### src/rtl/tgd_pkg.sv
// Package for the torus grid distance block: widths, register map and word types.
// It depends on nothing. The top level and the square root pipeline use it.
`default_nettype none
package tgd_pkg;

  localparam int PosBits   = 24;
  localparam int RowBits   = 12;
  localparam int SqBits    = 2 * RowBits;
  localparam int SumBits   = SqBits + 1;
  localparam int RadShift  = 34;
  localparam int RootBits  = (SumBits + RadShift + 1) / 2;
  localparam int RadBits   = 2 * RootBits;
  localparam int AbsBits   = 20;
  localparam int AbsShift  = 9;
  localparam int RelBits   = 17;
  localparam int AddrBits  = 2;
  localparam int DataBits  = 32;

  localparam logic [RelBits-1:0]  RelOne        = RelBits'(65536);
  localparam logic [AddrBits-1:0] AddrRowLength = AddrBits'(0);

  typedef struct packed {
    logic [PosBits-1:0] first_position;
    logic [PosBits-1:0] second_position;
  } in_word_t;

  typedef struct packed {
    logic [AbsBits-1:0] abs_distance;
    logic [RelBits-1:0] rel_distance;
  } out_word_t;

endpackage
`default_nettype wire

### src/rtl/tgd_isqrt.sv
// Pipelined integer square root of the squared distance scaled by 2^34, one root bit
// per stage. It depends on tgd_pkg and carries the saturation flag alongside.
`default_nettype none
module tgd_isqrt (
  input  wire logic                         clk_i,
  input  wire logic [tgd_pkg::SumBits-1:0]  s_i,
  input  wire logic                         sat_i,
  output logic      [tgd_pkg::RootBits-1:0] root_o,
  output logic                              sat_o
);

  localparam int RootBits = tgd_pkg::RootBits;
  localparam int RadBits  = tgd_pkg::RadBits;

  logic [RadBits-1:0]  rad_q  [RootBits+1];
  logic [RootBits:0]   rem_q  [RootBits+1];
  logic [RootBits-1:0] root_q [RootBits+1];
  logic                sat_q  [RootBits+1];

  always_ff @(posedge clk_i) begin
    rad_q[0]  <= RadBits'({s_i, {tgd_pkg::RadShift{1'b0}}});
    rem_q[0]  <= '0;
    root_q[0] <= '0;
    sat_q[0]  <= sat_i;
  end

  for (genvar k = 0; k < RootBits; k++) begin : g_step
    logic [RootBits+2:0] cur;
    logic [RootBits+2:0] trial;

    always_comb begin
      cur   = {rem_q[k], rad_q[k][RadBits-1 -: 2]};
      trial = (RootBits+3)'({root_q[k], 2'b01});
    end

    always_ff @(posedge clk_i) begin
      rad_q[k+1] <= rad_q[k] << 2;
      sat_q[k+1] <= sat_q[k];
      if (cur >= trial) begin
        rem_q[k+1]  <= (RootBits+1)'(cur - trial);
        root_q[k+1] <= {root_q[k][RootBits-2:0], 1'b1};
      end else begin
        rem_q[k+1]  <= cur[RootBits:0];
        root_q[k+1] <= {root_q[k][RootBits-2:0], 1'b0};
      end
    end
  end

  assign root_o = root_q[RootBits];
  assign sat_o  = sat_q[RootBits];

endmodule
`default_nettype wire

### config.mk
export PLATFORM = sky130hd
export DESIGN_NAME = tgd_isqrt
export DESIGN_NICKNAME = d
export VERILOG_FILES = /design/src/rtl/tgd_pkg.sv /design/src/rtl/tgd_isqrt.sv
export SDC_FILE = /design/constraint.sdc
export NUM_CORES = 2
export LEC_CHECK = 0
export BUFFER_PORTS_ARGS = -buffer_cell sky130_fd_sc_hd__buf_2
export CAP_MARGIN = 25
export CORE_MARGIN = 5
export CORE_UTILIZATION = 57
export DETAILED_ROUTE_END_ITERATION = 8
export GPL_TIMING_DRIVEN = 0
export HOLD_SLACK_MARGIN = 0.05
export PLACE_DENSITY = 0.75
export SKIP_LAST_GASP = 1
export SYNTH_ARGS = -nofsm -noshare
export SYNTH_HDL_FRONTEND = slang
export SYNTH_SLANG_ARGS = --single-unit
### constraint.sdc
create_clock -name clk_i -period 3.45 [get_ports clk_i]
set_input_delay 0.69 -clock clk_i [delete_from_list [all_inputs] [get_ports clk_i]]
set_output_delay 0.69 -clock clk_i [all_outputs]
set_load 0.01 [all_outputs]
* Word level (Yosys, flattened, before mapping)
Memory sizes are Yosys's and may differ from the RTL's. Index checks and enable logic that the tools add are counted.
Operators by class: $add $sub $neg 30, $lt $le $gt $ge 30, multiplexer cells 150, bitwise logic cells 60
Operators with widths (count):
- 33-bit by 32-bit >= comparator with 1-bit output | 30
- 31-bit two-way mux | 30
- 31-bit subtractor | 30
- 30-bit two-way mux | 30
- 1-bit two-way mux | 90
- 1-bit bitwise OR | 60
Word-level totals: flip-flop bits (word level) 0, memory bits (writable) 3720, word-level logic and storage cells 274, memories kept 4
Memory list:
- rad_q | depth 31, bits a word 58, read ports 30, clocked after Yosys merged registers in 0, wr ports 31, RTL line tgd_isqrt.sv:15 | logic [RadBits-1:0] rad_q [RootBits+1];
- rem_q | depth 31, bits a word 31, read ports 30, clocked after Yosys merged registers in 0, wr ports 31, RTL line tgd_isqrt.sv:16 | logic [RootBits:0] rem_q [RootBits+1];
- root_q | depth 31, bits a word 30, read ports 31, clocked after Yosys merged registers in 0, wr ports 31, RTL line tgd_isqrt.sv:17 | logic [RootBits-1:0] root_q [RootBits+1];
- sat_q | depth 31, bits a word 1, read ports 31, clocked after Yosys merged registers in 0, wr ports 31, RTL line tgd_isqrt.sv:18 | logic sat_q [RootBits+1];

* Logic depth before layout (Yosys ltp)
An unclocked memory read counts as a cell.
depth after elaboration 5, depth in mapped cells 14, gate-level depth less buffers 13

* Least setup slack after synthesis
No wires, ideal clock.
kind reg-to-reg, from memory root_q[12][12] (netlist bit), to memory rem_q[1][289] (netlist bit), setup time 0.121 ns, data arrival time 3.419 ns, data required time 3.329 ns, path slack -0.090 ns, stages on the path, launching flop included 12, buffers on the path 1, clock period less this slack 3.540 ns, cell sequence dfxtp_1 -> inv_1 -> ha_1 -> a21o_1 -> a21o_1 -> a2111oi_0 -> o31ai_1 -> a31oi_1 -> a211oi_1 -> a311oi_1 -> clkbuf_1 -> mux2_2
RTL lines (RTL line):
- from (decl) | tgd_isqrt.sv:17
- to (decl) | tgd_isqrt.sv:16

==> impl_results.rst <==
.. list-table::
   :header-rows: 1

   * - Metric
     - Value
   * - Clock Tree Root
     - clkbuf_16
   * - Chip height
     - roughly 340 um
   * - Maximum number of pins on one net before global-route repair
     - 17
   * - Synthesized area
     - approximately 64000 um2
   * - Post-synthesis mux area share
     - 0.00868
   * - Total number of H-tree levels
     - 4
   * - Number of I/O port buffers
     - 57
   * - Part of the Yosys area used for sequential elements
     - 0.474
   * - Xor/xnor share of the synthesized area
     - 0.0871
   * - Pin slew with the least headroom to its limit
     - approximately 0.85 ns
   * - Synth unique cells
     - 93
   * - Kind of path behind the tightest hold check
     - reg -> reg
   * - Status
     - finished, violations left
   * - Initial standard-cell utilization of the core
     - 0.575
   * - GRT Resource Usage Total
     - 0.233
   * - Static Leakage
     - approximately 35 nW
   * - Achievable clock frequency
     - 0.281 GHz
   * - Period Utilization, post-route
     - 1.03
   * - Worst setup path category
     - reg -> reg
   * - Power density cells
     - 661 nW/um2
   * - Clock insertion delay at the later pin of the skew report
     - 0.76 ns
   * - Die width
     - 345 um
   * - Initial DRC count
     - between 3k and 4k
   * - Final critical-path setup slack
     - -0.109 ns
   * - Endpoint of the worst-slack reg-to-reg timing path
     - rem_q[0][431]$_DFF_P_
   * - Endpoints failing hold
     - 0
   * - Worst path most repeated cell
     - o21a_1
   * - Sum of net half-perimeters after detailed placement
     - between 100 and 150 mm
   * - Worst Hold Margin
     - 0.319 ns
   * - Count of nets left with antenna violations after detail routing
     - 0
   * - TritonCTS buffer count
     - 147
   * - Initial antenna violation count
     - 0
   * - Time the final worst path needs with I/O delays and setup
     - between 3 and 4 ns
   * - Wire length of the first global-routing pass
     - around 230 mm
   * - Dominant combinational cell family by area after synthesis
     - simple AND/OR/NAND/NOR gates
   * - Routability-driven placement congestion ratio
     - 0.901
   * - Final Total Pwr
     - between 40 and 50 mW
   * - Adder-cell share of the synthesized area
     - 0.0954
   * - Highest ir drop seen on vdd
     - approximately 0.00049 V
   * - Ys async rst share
     - 0
   * - Unrepaired setup endpoints after global routing
     - yes
   * - Worst clock skew on the final layout
     - around 0.027 ns
   * - Worst-case register-to-register setup slack
     - -0.11 ns
   * - Data arrival time at the worst-slack endpoint
     - approximately 4.2 ns
   * - Worst EP required
     - 4.12 ns
   * - Number of pins exceeding their max-slew limit in the final report
     - 0
   * - Number of global-route vias before repair
     - 47.2k
   * - Leading cell types by total area after synthesis
     - dfxtp_1, ha_1, xor2_1
   * - Share of final-layout standard cells stronger than drive strength 1
     - 0.0949
   * - Drt pass-1 iters
     - 5
   * - Crit path buf inv count
     - 2
   * - CP max-delay cell
     - a21boi_0
   * - Capture endpoint of the worst hold path
     - rad_q[0][403]$_DFF_P_
   * - Category of the worst setup path capture point
     - flip-flop
   * - Number of stages on the worst hold path
     - 0
   * - Delay contributed by the slowest stage of the critical path
     - roughly 0.52 ns
   * - Kind of cell with the highest combined delay on the critical path
     - compound AO/OA/AOI/OAI gates
   * - Clock tree from TritonCTS
     - yes
   * - Setup TNS after final layout
     - -0.299 ns
   * - Yosys top cell area share
     - 0.474
   * - Post-layout instance count excluding filler cells
     - just under 9k
   * - Total Routed Length
     - approximately 140 mm
   * - Num Clock Sinks
     - 1510
   * - Cells after synthesis
     - between 6k and 7k
   * - FP Rows
     - about 120
   * - Commonest non-fill, non-tap cell in the layout
     - dfxtp_1
   * - Reg2Reg Depth
     - 12
   * - Max-Slew Margin vs Limit
     - 0.435
   * - Most frequent cells in the layout
     - dfxtp_1, inv_1, nand2_1, ha_1, nor2_1
   * - Launch instance of the worst min-delay path
     - rad_q[0][343]$_DFF_P_
   * - Critical R2R Launch
     - root_q[6][0]$_DFF_P_
   * - Element type at the critical path start
     - flip-flop
   * - Biggest area consumer among synthesized cells
     - dfxtp_1
   * - P&R area growth vs syn
     - 14.4%
   * - Longest Clk Path Bufs
     - 3
   * - Per-cell routed wire length
     - between 15 and 20 um
   * - Average cell area after synthesis
     - 9.39 um2
   * - Register bit count reported by yosys
     - about 1.5k
   * - Total of max-cap violations
     - 0
   * - Violated checks
     - setup timing
   * - Core region area
     - 111000 um2
   * - Share of synthesized cell area in and, or, nand and nor gates
     - 0.151
   * - Boundary Pins
     - slightly below 60
   * - Number of warnings printed during yosys synthesis
     - 0
   * - Mean number of vias per cell
     - approximately 5.5
   * - Dominant register cell in the synthesized netlist
     - dfxtp_1
   * - Final net count
     - around 7.6k
   * - EDFF count, synth
     - 0
   * - Clock-pin slew on the worst setup and hold paths
     - ~0.06 ns
   * - Chain of cells forming the critical path
     - inv_1 > ha_1 > o21a_1 > o21a_1 > o21bai_1 > a21boi_0 > o21ai_0 > a21oi_2 > o21ai_4 > buf_6 > nor4_1 > xor2_1
   * - Fraction of the mapped netlist area in compound gates
     - 0.138
   * - Number of failing setup endpoints in the final timing report
     - 9
   * - Via count
     - 48.2k
   * - DP Cell Count
     - ~8.3k
   * - Area of the die
     - ~120000 um2
   * - Count of cell instances traversed by the critical path
     - 12
   * - Remaining routing DRC violations
     - 0
   * - Post-Place Setup Slack
     - -1.09 ns
   * - Maximum net fanout on the critical path
     - 5
   * - Total gr overflow
     - 0
   * - Net count after synthesis
     - 7305
==> registers in the layout (all words and copies together) (netlist names) <==
signal,flops
rem_q,833
root_q,465
rad_q,181
sat_q,31
==> stage by stage <==
stage | area, um2 | utilization
detailed placement | 66000 | 0.595
floorplan | 63800 | -
CTS | 72000 | 0.649
global route | 73000 | 0.658
global placement | 66000 | 0.595
finish | 73000 | 0.658
==> cells by family (layout without fill, tap and decap cells) <==
kind of cell    after synthesis  after routing
mux                          50             50
flops                      1510           1510
buf+inv                     767           1176
fa+ha+maj                   477            477
compound gates             1418           1418
other cells                   1              3
simple gates               1943           1943
xor+xnor                    635            635
==> cells in the mapped netlist, types with 91 or more instances <==
cell type	n
dfxtp_1	1510
inv_1	650
nand2_1	530
ha_1	461
nor2_1	442
a21oi_1	406
o21ai_0	398
xor2_1	339
xnor2_1	296
nor3_1	209
a21o_1	146
nand3_1	97
nor4_1	94
or3_1	91
==> per-layer routing <==
layer,track usage,vias to the layer above,part of all wire
li1,-,24000,-
met1,0.279,22600,0.42
met2,0.423,1219,0.50
met3,0.0294,402,0.041
met4,0.0967,0,0.039
met5,0,-,0
==> timing repair <==
action                                  4_1_cts  5_1_grt
endpoints found under the setup margin      470      522
endpoints found under the hold margin        26        0
cloned                                        1        3
buffers inserted                             26       32
pin swaps                                    19       49
resized for setup                           140      209
hold buffers                                 26        0
==> power by group <==
| part | leakage [nW] | total [mW] | switching [mW] | internal, mW |
|---|---|---|---|---|
| Sequential | 12.5 | 23.0 | 2.52 | 20.5 |
| Clock | 2.43 | 16.1 | 6.70 | 9.45 |
| Combinational | 19.6 | 9.12 | 4.94 | 4.18 |
==> cell type report <==
| type | count | area (um2) |
|---|---|---|
| clock inverter | 57 | 767 |
| fill | 8694 | 38000 |
| antenna | 2 | 5.00 |
| sequential | 1510 | 30200 |
| tap | 1488 | 1860 |
| multi-input combinational | 4524 | 31800 |
| buffer | 105 | 571 |
| clock buffer | 205 | 4180 |
| inverter | 659 | 2490 |
| timing repair buffer | 150 | 1110 |
==> worst register-to-register path: stages (launching register included) <==
cell and delay (ns):
dfxtp_1 0.39, inv_1 0.07, ha_1 0.35, o21a_1 0.20, o21a_1 0.22, o21bai_1 0.11
a21boi_0 0.52, o21ai_0 0.23, a21oi_2 0.48, o21ai_4 0.15, buf_6 0.17, nor4_1 0.35
xor2_1 0.23
==> worst max path at each step <==
stage / from / to / slack (ns)
CTS: rem_q[0][391]$_DFF_P_ / rem_q[0][431]$_DFF_P_ / -0.09
floorplan: root_q[13][31]$_DFF_P_ / rem_q[1][383]$_DFF_P_ / 0.09
detailed placement: root_q[11][31]$_DFF_P_ / rem_q[1][267]$_DFF_P_ / -1.09
finish: root_q[6][0]$_DFF_P_ / rem_q[0][431]$_DFF_P_ / -0.11
global route: root_q[6][0]$_DFF_P_ / rem_q[0][431]$_DFF_P_ / -0.24
global placement: root_q[13][31]$_DFF_P_ / rem_q[1][393]$_DFF_P_ / -1.49
(Power assumes the default switching activity.)
